### src/hw/rtl/allele_set_distance_min_search_core_macros.svh
// Assertion macros for the allele set distance search core.
// Included by the RTL files that carry concurrent checks; no other dependencies.
`ifndef ALLELE_SET_DISTANCE_MIN_SEARCH_CORE_MACROS_SVH
`define ALLELE_SET_DISTANCE_MIN_SEARCH_CORE_MACROS_SVH

`ifndef SYNTHESIS
// Check a property at every rising clock edge outside reset.
`define ASDMS_ASSERT(lbl, clk, rst_n, prop) \
  lbl: assert property (@(posedge clk) disable iff (!rst_n) (prop)) \
    else $error("assertion failed");
// Check that a condition implies a result in the next cycle.
`define ASDMS_ASSERT_NEXT(lbl, clk, rst_n, ante, cons) \
  lbl: assert property (@(posedge clk) disable iff (!rst_n) (ante) |=> (cons)) \
    else $error("assertion failed");
`else
`define ASDMS_ASSERT(lbl, clk, rst_n, prop)
`define ASDMS_ASSERT_NEXT(lbl, clk, rst_n, ante, cons)
`endif

`endif

### src/hw/rtl/asdms_pkg.sv
// Shared types and constants for the allele set distance search core.
// No dependencies.
package asdms_pkg;

  // Branch count bound; the branch index saturates one below it.
  localparam int unsigned MaxBranches = 65536;

  localparam logic [15:0] DistLimit = 16'hFFFE;
  localparam logic [15:0] BestReset = 16'hFFFF;
  localparam logic [15:0] CntLimit  =
      (MaxBranches - 1 > 32'hFFFF) ? 16'hFFFF : 16'(MaxBranches - 1);
  localparam logic [3:0]  NibbleMask = 4'hF;

  typedef struct packed {
    logic [7:0] leaf_code;
    logic [7:0] branch_alleles;
    logic       last_position;
    logic       last_branch;
  } in_item_t;

  typedef struct packed {
    logic [15:0] branch_distance;
    logic [15:0] branch_number;
    logic [15:0] best_distance;
    logic [15:0] best_number;
    logic        search_done;
  } out_item_t;

endpackage

### src/hw/rtl/asdms_branch_acc.sv
// Distance accumulator and running minimum for one search.
// Depends on asdms_pkg and the core macro header.
`include "allele_set_distance_min_search_core_macros.svh"

module asdms_branch_acc (
  input  logic                 clk_i,
  input  logic                 rst_ni,
  input  logic                 step_i,
  input  asdms_pkg::in_item_t  item_i,
  output logic                 res_valid_o,
  output asdms_pkg::out_item_t res_o
);
  import asdms_pkg::*;

  logic [15:0] dist_q, dist_d;
  logic [15:0] cnt_q, cnt_d;
  logic [15:0] best_q, best_d;
  logic [15:0] idx_q, idx_d;

  logic [3:0]  first_allele, second_allele;
  logic        mismatch;
  logic [15:0] dist_new, best_new, idx_new;

  // Count a mismatch when the leaf is known and matches neither allele
  always_comb begin
    first_allele  = item_i.branch_alleles[3:0] & NibbleMask;
    second_allele = item_i.branch_alleles[7:4] & NibbleMask;
    mismatch = (item_i.leaf_code != 8'd0) &&
               (item_i.leaf_code != {4'd0, first_allele}) &&
               (item_i.leaf_code != {4'd0, second_allele});
    dist_new = (mismatch && (dist_q < DistLimit)) ? dist_q + 16'd1 : dist_q;
    if (dist_new < best_q) begin
      best_new = dist_new;
      idx_new  = cnt_q;
    end else begin
      best_new = best_q;
      idx_new  = idx_q;
    end
  end

  // Form the branch result
  always_comb begin
    res_valid_o           = item_i.last_position;
    res_o.branch_distance = dist_new;
    res_o.branch_number   = cnt_q;
    res_o.best_distance   = best_new;
    res_o.best_number     = idx_new;
    res_o.search_done     = item_i.last_branch;
  end

  // Advance state on each request; restart after the last branch
  always_comb begin
    dist_d = dist_q;
    cnt_d  = cnt_q;
    best_d = best_q;
    idx_d  = idx_q;
    if (step_i) begin
      if (!item_i.last_position) begin
        dist_d = dist_new;
      end else if (item_i.last_branch) begin
        dist_d = 16'd0;
        cnt_d  = 16'd0;
        best_d = BestReset;
        idx_d  = 16'd0;
      end else begin
        dist_d = 16'd0;
        if (cnt_q < CntLimit) begin
          cnt_d = cnt_q + 16'd1;
        end
        best_d = best_new;
        idx_d  = idx_new;
      end
    end
  end

  always_ff @(posedge clk_i or negedge rst_ni) begin
    if (!rst_ni) begin
      dist_q <= 16'd0;
      cnt_q  <= 16'd0;
      best_q <= BestReset;
      idx_q  <= 16'd0;
    end else begin
      dist_q <= dist_d;
      cnt_q  <= cnt_d;
      best_q <= best_d;
      idx_q  <= idx_d;
    end
  end

  `ASDMS_ASSERT(a_dist_sat, clk_i, rst_ni, dist_q <= DistLimit)
  `ASDMS_ASSERT(a_cnt_sat, clk_i, rst_ni, cnt_q <= CntLimit)
  `ASDMS_ASSERT(a_best_le_dist, clk_i, rst_ni,
                !step_i || (res_o.best_distance <= res_o.branch_distance))
  `ASDMS_ASSERT_NEXT(a_restart, clk_i, rst_ni,
                     step_i && item_i.last_position && item_i.last_branch,
                     dist_q == 16'd0 && cnt_q == 16'd0 && best_q == BestReset)
  `ASDMS_ASSERT_NEXT(a_best_set, clk_i, rst_ni,
                     step_i && item_i.last_position && !item_i.last_branch,
                     best_q <= DistLimit)

endmodule

### src/hw/rtl/allele_set_distance_min_search_core.sv
// Top level of the allele set distance search core: input and result registers.
// Depends on asdms_pkg, asdms_branch_acc and the core macro header.
//
// Takes one genome position per cycle unless stalled, and gives one result at the
// last position of each branch: the position sits in the input register while the
// mismatch count, saturating add and minimum compare run combinationally into the
// result register. While a result waits under a stall the accumulator holds, the
// input register takes at most one more request and the input then stalls.
// Positions other than a branch's last update the state and give no result. The
// state restarts after the result that closes a search.
`include "allele_set_distance_min_search_core_macros.svh"

module allele_set_distance_min_search_core (
  input  logic                 clk_i,
  input  logic                 rst_ni,
  input  logic                 in_valid_i,
  output logic                 in_stall_o,
  input  asdms_pkg::in_item_t  in_req_i,
  output logic                 out_valid_o,
  input  logic                 out_stall_i,
  output asdms_pkg::out_item_t out_res_o
);
  import asdms_pkg::*;

  logic      in_vld_q;
  in_item_t  in_q;
  logic      out_vld_q;
  out_item_t out_q;

  logic      advance;
  logic      step;
  logic      res_valid;
  out_item_t res;

  // Move on when the result register is empty or being drained
  assign advance    = !out_vld_q || !out_stall_i;
  assign step       = in_vld_q && advance;
  assign in_stall_o = in_vld_q && !advance;

  asdms_branch_acc u_acc (
    .clk_i      (clk_i),
    .rst_ni     (rst_ni),
    .step_i     (step),
    .item_i     (in_q),
    .res_valid_o(res_valid),
    .res_o      (res)
  );

  // Hold the input request until the accumulator takes it
  always_ff @(posedge clk_i or negedge rst_ni) begin
    if (!rst_ni) begin
      in_vld_q <= 1'b0;
    end else if (!in_stall_o) begin
      in_vld_q <= in_valid_i;
    end
  end

  always_ff @(posedge clk_i) begin
    if (!in_stall_o && in_valid_i) begin
      in_q <= in_req_i;
    end
  end

  // Capture a result; hold it while the receiver stalls
  always_ff @(posedge clk_i or negedge rst_ni) begin
    if (!rst_ni) begin
      out_vld_q <= 1'b0;
    end else if (advance) begin
      out_vld_q <= step && res_valid;
    end
  end

  always_ff @(posedge clk_i) begin
    if (step && res_valid) begin
      out_q <= res;
    end
  end

  assign out_valid_o = out_vld_q;
  assign out_res_o   = out_q;

  `ASDMS_ASSERT_NEXT(a_out_hold, clk_i, rst_ni, out_vld_q && out_stall_i,
                     out_vld_q && $stable(out_q))
  `ASDMS_ASSERT_NEXT(a_in_hold, clk_i, rst_ni, in_stall_o,
                     in_vld_q && $stable(in_q))
  `ASDMS_ASSERT(a_stall_cause, clk_i, rst_ni, !in_stall_o || (out_vld_q && out_stall_i))

endmodule

### config.mk
export PLATFORM = sky130hd
export DESIGN_NAME = allele_set_distance_min_search_core
export DESIGN_NICKNAME = d
export VERILOG_FILES = /design/src/hw/rtl/asdms_pkg.sv /design/src/hw/rtl/asdms_branch_acc.sv /design/src/hw/rtl/allele_set_distance_min_search_core.sv
export VERILOG_INCLUDE_DIRS = /design/src /design/src/hw/rtl
export SDC_FILE = /design/constraint.sdc
export NUM_CORES = 1
export LEC_CHECK = 0
export BUFFER_PORTS_ARGS = -buffer_cell sky130_fd_sc_hd__buf_4
export CELL_PAD_IN_SITES_DETAIL_PLACEMENT = 1
export CELL_PAD_IN_SITES_GLOBAL_PLACEMENT = 1
export CORE_ASPECT_RATIO = 1.4
export CORE_MARGIN = 2
export CORE_UTILIZATION = 30
export CTS_CLUSTER_SIZE = 40
export DETAILED_ROUTE_END_ITERATION = 10
export HOLD_SLACK_MARGIN = 0.08
export PLACE_DENSITY_LB_ADDON = 0.1
export SLEW_MARGIN = 20
export SYNTH_ARGS = -nofsm -noshare
export SYNTH_HDL_FRONTEND = slang
export SYNTH_HIERARCHICAL = 1
export SYNTH_SLANG_ARGS = --single-unit
export TNS_END_PERCENT = 30
### constraint.sdc
create_clock -name clk_i -period 12.4 [get_ports clk_i]
set_clock_uncertainty 0.1 [all_clocks]
set_input_delay 0.62 -clock clk_i [delete_from_list [all_inputs] [get_ports clk_i]]
set_output_delay 0.62 -clock clk_i [all_outputs]
set_load 0.1 [all_outputs]
=== Yosys cells after proc, flatten, opt, wreduce, memory -nomap -nowiden ===
Cells that the tools add are included.

* Register bits: 149
* Output and inout bits: 67

* Add/subtract/negate cells: 2
* Order comparisons: 3
* Equality and inequality tests: 2
* Mux-type cells: 8
* Reductions and logical operators: 16

{| class="wikitable"
|+ Operators by type and width
! kind !! number
|-
| 16-bit two-way mux || 8
|-
| 16-bit by 1-bit adder with 16-bit output, second input constant || 2
|-
| 16-bit < comparator, second input constant || 2
|-
| 16-bit < comparator || 1
|-
| 8-bit by 4-bit != test with 1-bit output || 2
|-
| 8-bit nonzero test || 1
|-
| 1-bit logical AND || 7
|-
| 1-bit zero test || 4
|-
| 3-bit AND reduction || 1
|-
| 2-bit AND reduction || 1
|-
| 2-bit nonzero test || 1
|-
| 1-bit logical OR || 1
|}

=== Longest topological paths before layout ===
Gate-level depths: netlist of run 1.

* Depth in word-level cells: 8
* Depth in mapped cells: 21
* Mapped depth without buffers: 17

=== Modules after synthesis ===
Netlist of run 1, hierarchy kept.

{| class="wikitable"
|+ Modules (own cells, without submodules)
! module !! times used !! cells an instance !! area an instance (µm²) !! seq. area each (µm²)
|-
| asdms_branch_acc || 1 || 455 || 4229.1 || 1621.6
|-
| allele_set_distance_min_search_core || 1 || 94 || 2591.2 || 2542.4
|}

=== Worst setup path after synthesis of run 1 ===
Ideal clock, no wire load.

* Path kind: register -> register
* Start: reg out_vld_q (netlist: out_valid_o)
* End: reg out_q (netlist bit out_res_o[0]), enable pin
* Setup time: 0.510 ns
* Data arrival time: 4.106 ns
* Data required time: 11.790 ns
* Slack: 7.684 ns
* Stages on the path, launching flop included: 2
* Period minus slack after synthesis: 4.716 ns
* Cell sequence: dfrtp_1 > a21oi_1

* Longest elaborated chain between the ends: 4

{| class="wikitable"
|+ RTL lines
! what !! RTL line !! text
|-
| start, declared || allele_set_distance_min_search_core.sv:27 || <nowiki>logic out_vld_q;</nowiki>
|-
| start signal, assigned || allele_set_distance_min_search_core.sv:69 || <nowiki>out_vld_q <= step && res_valid;</nowiki>
|-
| 1-bit zero test || allele_set_distance_min_search_core.sv:36 || <nowiki>assign advance = !out_vld_q || !out_stall_i;</nowiki>
|-
| 1-bit logical OR || allele_set_distance_min_search_core.sv:36 ||
|-
| 1-bit logical AND || allele_set_distance_min_search_core.sv:37 || <nowiki>assign step = in_vld_q && advance;</nowiki>
|-
| 1-bit logical AND || allele_set_distance_min_search_core.sv:74 || <nowiki>if (step && res_valid) begin</nowiki>
|-
| end signal, assigned || allele_set_distance_min_search_core.sv:75 || <nowiki>out_q <= res;</nowiki>
|-
| end, declared || allele_set_distance_min_search_core.sv:28 || <nowiki>out_item_t out_q;</nowiki>
|}

Every way passes these cells.
A chain may end at the register's enable or synchronous reset.

==> flow_summary.toml, run 1 <==
[sta]
hold_viol_final = 0
fmax_ghz = 0.178
setup_viol = 0
worst_slew_pin_slew_ps = 967
slew_headroom_pct = 34.9
slew_violations = 0
min_period_ps = 5630
period_share_pct = 45.4
rsz0062_at_grt = "false"
tns_ps = 0

[drt]
dr.first_iter.drc_count = 244
antenna_left = 0
vias = 4702
wire_per_inst_um = 19.0
drc = 0
dr.pass1.iters = 4
routed_via_density = 4.98
drt_wl_total_um = 18000

[synth]
synth_commonest_cells = "edfxtp_1 (83), dfrtp_1 (50), nor2_1 (45), and3_1 (40), inv_1 (30)"
synthAdderAreaFrac_pct = 3.12
synth_compound_area_share_pct = 11.3
yosysWarningCount = 6
synth_top_family_by_area = "simple AND/OR/NAND/NOR gates"
muxShareOfSynthArea_pct = 2.95
synth_area_leader_cell = "edfxtp_1"
synthXorXnorAreaFrac_pct = 4.24
yosysSeqAreaShare_pct = 61.1
ys_ff_latch = 149
synth_top_area_share_pct = 36.5
synth_edf_count = 83
syn_nets = 588
yosysMostFrequentCell = "edfxtp_1"
synthCells = 549
syn_area_sq_um = 6820
syn_area_per_cell_sq_um = 12.4
ys.flop_type = "edfxtp_1"
synth-async-reset-ratio_pct = 44.3
synthTopCellsByArea = "edfxtp_1 (37%), dfrtp_1 (18%), dfstp_2 (6.2%), and3_1 (3.7%), ha_1 (3.1%)"
yosys.area_share.simple_pct = 13.2
synth_cell_type_count = 46

[finish]
nets = 670
drive_above_1_share_pct = 25.0
area_growth_pct = 21.6
final_cells = 945
antenna-diode-count = 0

[worst_setup_path]
r2r.worst_path.cells = 17
cp-startpoint = "in_q[12]$_DFFE_PP_"
r2r-end = "u_acc/best_q[3]$_DFFE_PN1P_"
critPathCapture = "u_acc/best_q[3]$_DFFE_PN1P_"
worstPathRequired_ps = 12650
reg2reg_slack_ps = 6770
start_kind = "register"
cp-end-kind = "register"
crit_fanout = 36
crit_type = "reg -> reg"
reg2reg_from = "in_q[12]$_DFFE_PP_"
worst-endpoint-arrival_ps = 5880

[power_and_ir_drop]
swShare_pct = 30.4
power_frac_comb_pct = 17.4
irDropWorstVdd_uv = 88.1
leakagePower_nw = 3.65
p_int_uw = 924
power_frac_seq_pct = 45.4
powerDensity_nw_per_um2 = 160
finalPower_mw = 1.33
clkPwrFrac_pct = 37.3
power_switching_uw = 403

[floorplanning]
rows = 65
dieArea_sq_um = 24000
pin_count = 89
die_h_um = 182
die_x_um = 131
start_util_pct = 30.4
design.core.area_sq_um = 22400

[global_route]
first_global_vias = 5128
track_usage_pct = 15.4
grt_overflow = 0
antenna_found_initial = 0
grt_pass1_wl_um = 28500
grt_max_degree = 67

[clocking]
clock_sinks = 149
holdBufCountCts = 0
clk_latency_ps = 420
cts_htree_levels = 4
postCtsSetupBuffers = 0
numCtsBuffers = 17
cts_resized = 0
cts_root_buf = "clkbuf_16"
clock_path_buffers = 2
cts_tree = "yes"
clkTransAtPathRegs_ps = 60

[status]
outcome = "complete, no violations"

[placed_design]
io_buffers = 88
dpl.hpwl_um = 12200
dp.cells = 913
gp_congestion = 0.802

[job]
maxCapViolations = 0

[worst_hold_path]
hp-class = "in -> async"
## critical path, cell delays in order (launching register included)
cell and delay (ps):
edfxtp_1 440, xor2_1 190, nor4_1 80, o31ai_2 420, and2_1 320, and3_1 310
nand4_1 140, xnor2_1 530, ha_1 370, and4_1 200, nand2_1 150, nor2_1 70
a221o_1 290, a21oi_1 260, o41a_2 570, buf_4 460, nand2_1 270, o32a_1 360
## worst min path at each step
stage | start | to | slack (ps)
finish | rst_ni | u_acc/dist_q[8]$_DFFE_PN0P_ | 220
floorplan | rst_ni | in_vld_q$_DFFE_PN0N_ | 220
detailed placement | u_acc/best_q[13]$_DFFE_PN1P_ | u_acc/best_q[13]$_DFFE_PN1P_ | 410
CTS | in_req_i[7] | in_q[7]$_DFFE_PP_ | 240
global route | in_req_i[6] | in_q[6]$_DFFE_PP_ | 240
global placement | u_acc/best_q[15]$_DFFE_PN1P_ | u_acc/best_q[15]$_DFFE_PN1P_ | 400
## through the flow
stage | hold WS [ps] | area [sq um] | setup WS (ps) | util [%]
detailed placement | 407 | 7740 | 6800 | 34.5
finish | 219 | 8300 | 6770 | 37.0
global route | 243 | 8300 | 6320 | 37.0
CTS | 241 | 8290 | 6710 | 36.9
floorplan | 224 | 6820 | 7680 | -
global placement | 400 | 7740 | 6950 | 34.5
## flip-flops by register name, summed over array words and instances, names as in the netlist
signal,count
in_vld_q,1
out_res_o,65
out_valid_o,1
u_acc/best_q,16
u_acc/idx_q,16
in_q,18
u_acc/cnt_q,16
u_acc/dist_q,16
## cells in the final DEF (no fill, tap or decap), types with 16 or more instances in the layout
cell       instances
buf_4             93
edfxtp_1          83
dfrtp_1           50
nor2_1            44
and3_1            40
inv_1             30
nand2_1           28
xor2_1            18
o21ai_0           18
a221o_1           18
clkbuf_16         17
a21oi_1           17
mux2_2            17
ha_1              17
dfstp_2           16
## metal layers
metal / vias up / GRT usage [%] / wire [um]
met5: - / 0 / 0
met4: 0 / 6.39 / 440
met3: 26 / 3.44 / 593
met2: 94 / 28.4 / 9500
met1: 2377 / 17.2 / 7470
li1: 2205 / - / -
## logic make-up after synthesis
family | count (synthesis)
simple gates | 173
flops | 149
compound gates | 99
buf+inv | 60
xor+xnor | 33
mux | 18
fa+ha+maj | 17
## layout make-up
| cell class | instances | area, sq um |
|---|---|---|
| flip-flops and latches | 149 | 4160 |
| multi-input cells | 340 | 2390 |
| clock inverters | 9 | 104 |
| clock buffers | 23 | 448 |
| fillers | 2465 | 14200 |
| repair buffers | 93 | 698 |
| well taps | 301 | 377 |
| inverters | 30 | 113 |
## power by group through the flow
stage / Clock [mW] / Sequential (mW) / Combinational [mW]
after global routing: 0.530 / 0.607 / 0.247
after CTS: 0.511 / 0.603 / 0.235
after detailed placement: 0 / 0.612 / 0.233
after global placement: 0 / 0.610 / 0.230
after floorplan: 0 / 0.708 / 0.0691
final: 0.495 / 0.602 / 0.230
(Power assumes the default switching activity.)
==> inputs of run 2 (changes only) <==
--- a/config.mk
+++ b/config.mk
@@ -6,6 +6,7 @@
 export SDC_FILE = /design/constraint.sdc
 export NUM_CORES = 1
 export LEC_CHECK = 0
+export ABC_AREA = 1
 export BUFFER_PORTS_ARGS = -buffer_cell sky130_fd_sc_hd__buf_4
 export CELL_PAD_IN_SITES_DETAIL_PLACEMENT = 1
 export CELL_PAD_IN_SITES_GLOBAL_PLACEMENT = 1
==> constraint.sdc (replaced) <==
create_clock -name clk_i -period 5.3 [get_ports clk_i]
set_clock_uncertainty 0.1 [all_clocks]
set_input_delay 0.265 -clock clk_i [delete_from_list [all_inputs] [get_ports clk_i]]
set_output_delay 0.265 -clock clk_i [all_outputs]
set_load 0.1 [all_outputs]
==> flow_summary.toml, run 2 <==
[global_route]
grt_max_degree = 67
grt_overflow = 0
track_usage_pct = 15.8
grt_pass1_wl_um = 29600
first_global_vias = 5728
antenna_found_initial = 0

[clocking]
clock_sinks = 149
cts_resized = 0
clock_path_buffers = 2
clk_latency_ps = 430
cts_htree_levels = 4
cts_root_buf = "clkbuf_16"
cts_tree = "yes"
clkTransAtPathRegs_ps = 60
numCtsBuffers = 17

[finish]
final_cells = 1154
largest_reg_flops = 65
final_cell_mix = "nand2_1 (160), inv_1 (125), buf_4 (92)"
final_area_sq_um = 8760
nets = 874
num-fill-cells = 2613
antenna-diode-count = 0
final_common_cell = "nand2_1"
area_growth_pct = 25.5
drive_above_1_share_pct = 19.1

[status]
outcome = "complete, no violations"

[synth]
ys_ff_latch = 149
synth_commonest_cells = "nand2_1 (160), inv_1 (125), edfxtp_1 (83), nand3_1 (79), dfrtp_1 (50)"
synth_cell_type_count = 38
syn_area_sq_um = 6980
yosysSeqAreaShare_pct = 59.7
yosysWarningCount = 6
synthTopCellsByArea = "edfxtp_1 (36%), dfrtp_1 (18%), nand2_1 (8.6%), inv_1 (6.7%), dfstp_2 (6.0%)"
synthCells = 722
synth_top_area_share_pct = 35.7
ys.flop_type = "edfxtp_1"
synth-async-reset-ratio_pct = 44.3
yosysMostFrequentCell = "nand2_1"
syn_nets = 761
synth_edf_count = 83
syn_area_per_cell_sq_um = 9.67
synth_area_leader_cell = "edfxtp_1"

[drt]
dr.first_iter.drc_count = 232
wire_per_inst_um = 15.9
drt_wl_total_um = 18400
dr.pass1.iters = 4
routed_via_density = 4.56
antenna_left = 0
drc = 0
vias = 5265

[worst_setup_path]
reg2reg_from = "in_q[10]$_DFFE_PP_"
cp-end-kind = "register"
critPathCapture = "out_res_o[21]$_DFFE_PP_"
path_buf_inv = 4
worstPathRequired_ps = 5360
worstSetupPathDepth = 20
r2r.worst_path.cells = 20
path_common_cell = "nand2_1"
worst-endpoint-arrival_ps = 4190
crit_fanout = 32
max_stage_delay_ps = 440
cp-startpoint = "in_q[10]$_DFFE_PP_"
reg2reg_slack_ps = 1170
crit_family = "simple AND/OR/NAND/NOR gates"
r2r-end = "out_res_o[21]$_DFFE_PP_"
cpMaxStageDelayCell = "edfxtp_1"
crit_type = "reg -> reg"
cp_cell_sequence = "inv_1 > nand2_1 > nand2_1 > nor2_1 > nand3_1 > nand4_2 > inv_2 > nand3_1 > nor3_2 > xor2_1 > inv_1 > ha_1 > nand2_1 > o21bai_1 > a21oi_1 > a2111oi_4 > buf_4 > nand2_4 > nand2_1 > nand2_1"
start_kind = "register"

[sta]
fmax_ghz = 0.242
hold_viol_final = 0
setup_ws_ps = 1170
setup_viol = 0
slew_violations = 0
min_period_ps = 4130
rsz0062_at_grt = "false"
tns_ps = 0
period_share_pct = 77.8
worst_slew_pin_slew_ps = 966
slew_headroom_pct = 35.6

[placed_design]
dpl.hpwl_um = 13000
io_buffers = 88
placed_area_sq_um = 7940
dp.cells = 1100
gp_congestion = 0.820
dp_slack_ps = 1110

[job]
maxCapViolations = 0

[worst_hold_path]
hp-class = "reg -> reg"

[power_and_ir_drop]
leakagePower_nw = 4.10
powerDensity_nw_per_um2 = 377
irDropWorstVdd_uv = 226

[floorplanning]
start_util_pct = 30.3
die_h_um = 184
pin_count = 89
dieArea_sq_um = 24500
die_x_um = 133
rows = 66
design.core.area_sq_um = 23000
==> run 2: changes by cell type in the layout (fill, tap and decap cells not counted), sizes merged, moves of 17 or more <==
cell | previous run | this run
a221o | 18 | 0
and3 | 40 | 0
dlygate4sd3 | 0 | 22
inv | 31 | 132
mux2 | 17 | 0
nand2 | 28 | 167
nand3 | 13 | 82
==> run 2: worst min path at each step <==
stage	startpoint	to	slack, ps	cells past startpoint
2_1_floorplan	rst_ni	in_vld_q$_DFFE_PN0N_	-130	0
3_3_place_gp	u_acc/cnt_q[5]$_DFFE_PN0P_	out_res_o[38]$_DFFE_PP_	340	0
3_5_place_dp	u_acc/cnt_q[5]$_DFFE_PN0P_	out_res_o[38]$_DFFE_PP_	340	0
4_1_cts	u_acc/cnt_q[5]$_DFFE_PN0P_	out_res_o[38]$_DFFE_PP_	360	0
5_1_grt	u_acc/cnt_q[5]$_DFFE_PN0P_	out_res_o[38]$_DFFE_PP_	370	0
6_report	u_acc/cnt_q[5]$_DFFE_PN0P_	out_res_o[38]$_DFFE_PP_	350	0
==> run 2: stage by stage <==
step	hold WS, ps	util (%)	total power, mW
6_report	353	38.0	3.30
5_1_grt	371	38.0	3.45
4_1_cts	357	38.0	3.36
3_5_place_dp	342	34.5	2.09
3_3_place_gp	342	34.5	2.07
2_1_floorplan	-131	-	1.91
==> run 2: cell type report <==
class / count / area (sq um) / area share, %
clock buffer: 19 / 443 / 5.05
clock inverter: 13 / 155 / 1.77
inverter: 130 / 488 / 5.57
multi-input combinational: 423 / 2220 / 25.3
sequential: 149 / 4160 / 47.5
tap: 306 / 383 / 4.37
timing repair buffer: 114 / 911 / 10.4
==> run 2: kinds of logic (layout without fill, tap and decap cells) <==
family	Yosys count	in the layout	synth area share (%)
AO/OA/AOI/OAI	66	66	5.50
XOR/XNOR	13	13	1.63
adder cells (fa/ha/maj)	17	17	3.05
buffers and inverters	150	276	8.77
flip-flops	149	149	59.7
AND/OR/NAND/NOR	327	327	21.4
==> run 2: worst register-to-register path: stages, from the launching register on <==
cell	delay [ps]
edfxtp_1	440
inv_1	100
nand2_1	60
nand2_1	50
nor2_1	50
nand3_1	100
nand4_2	150
inv_2	220
nand3_1	160
nor3_2	200
xor2_1	250
inv_1	140
ha_1	310
nand2_1	90
o21bai_1	110
a21oi_1	130
a2111oi_4	230
buf_4	380
nand2_4	310
nand2_1	190
nand2_1	110
==> run 2: layer usage <==
layer | wire, um | up-vias | track usage, %
met4 | 438 | 0 | 6.54
li1 | - | 2575 | -
met1 | 7700 | 2581 | 17.7
met3 | 470 | 25 | 2.94
met2 | 9740 | 84 | 29.2
met5 | 0 | - | 0
==> run 2: power breakdown <==
part           leakage (nW)  switching [mW]  internal, mW
sequential             1.65          0.0644          1.37
combinational          2.15           0.480         0.159
clock                 0.291           0.482         0.751
total                  4.10            1.03          2.28
==> run 2: timing repair <==
item / in CTS / in global routing
hold buffers: 22 / 0
hold endpoints to repair: 70 / 0
buffers inserted: 0 / 0
endpoints found under the setup margin: 0 / 0
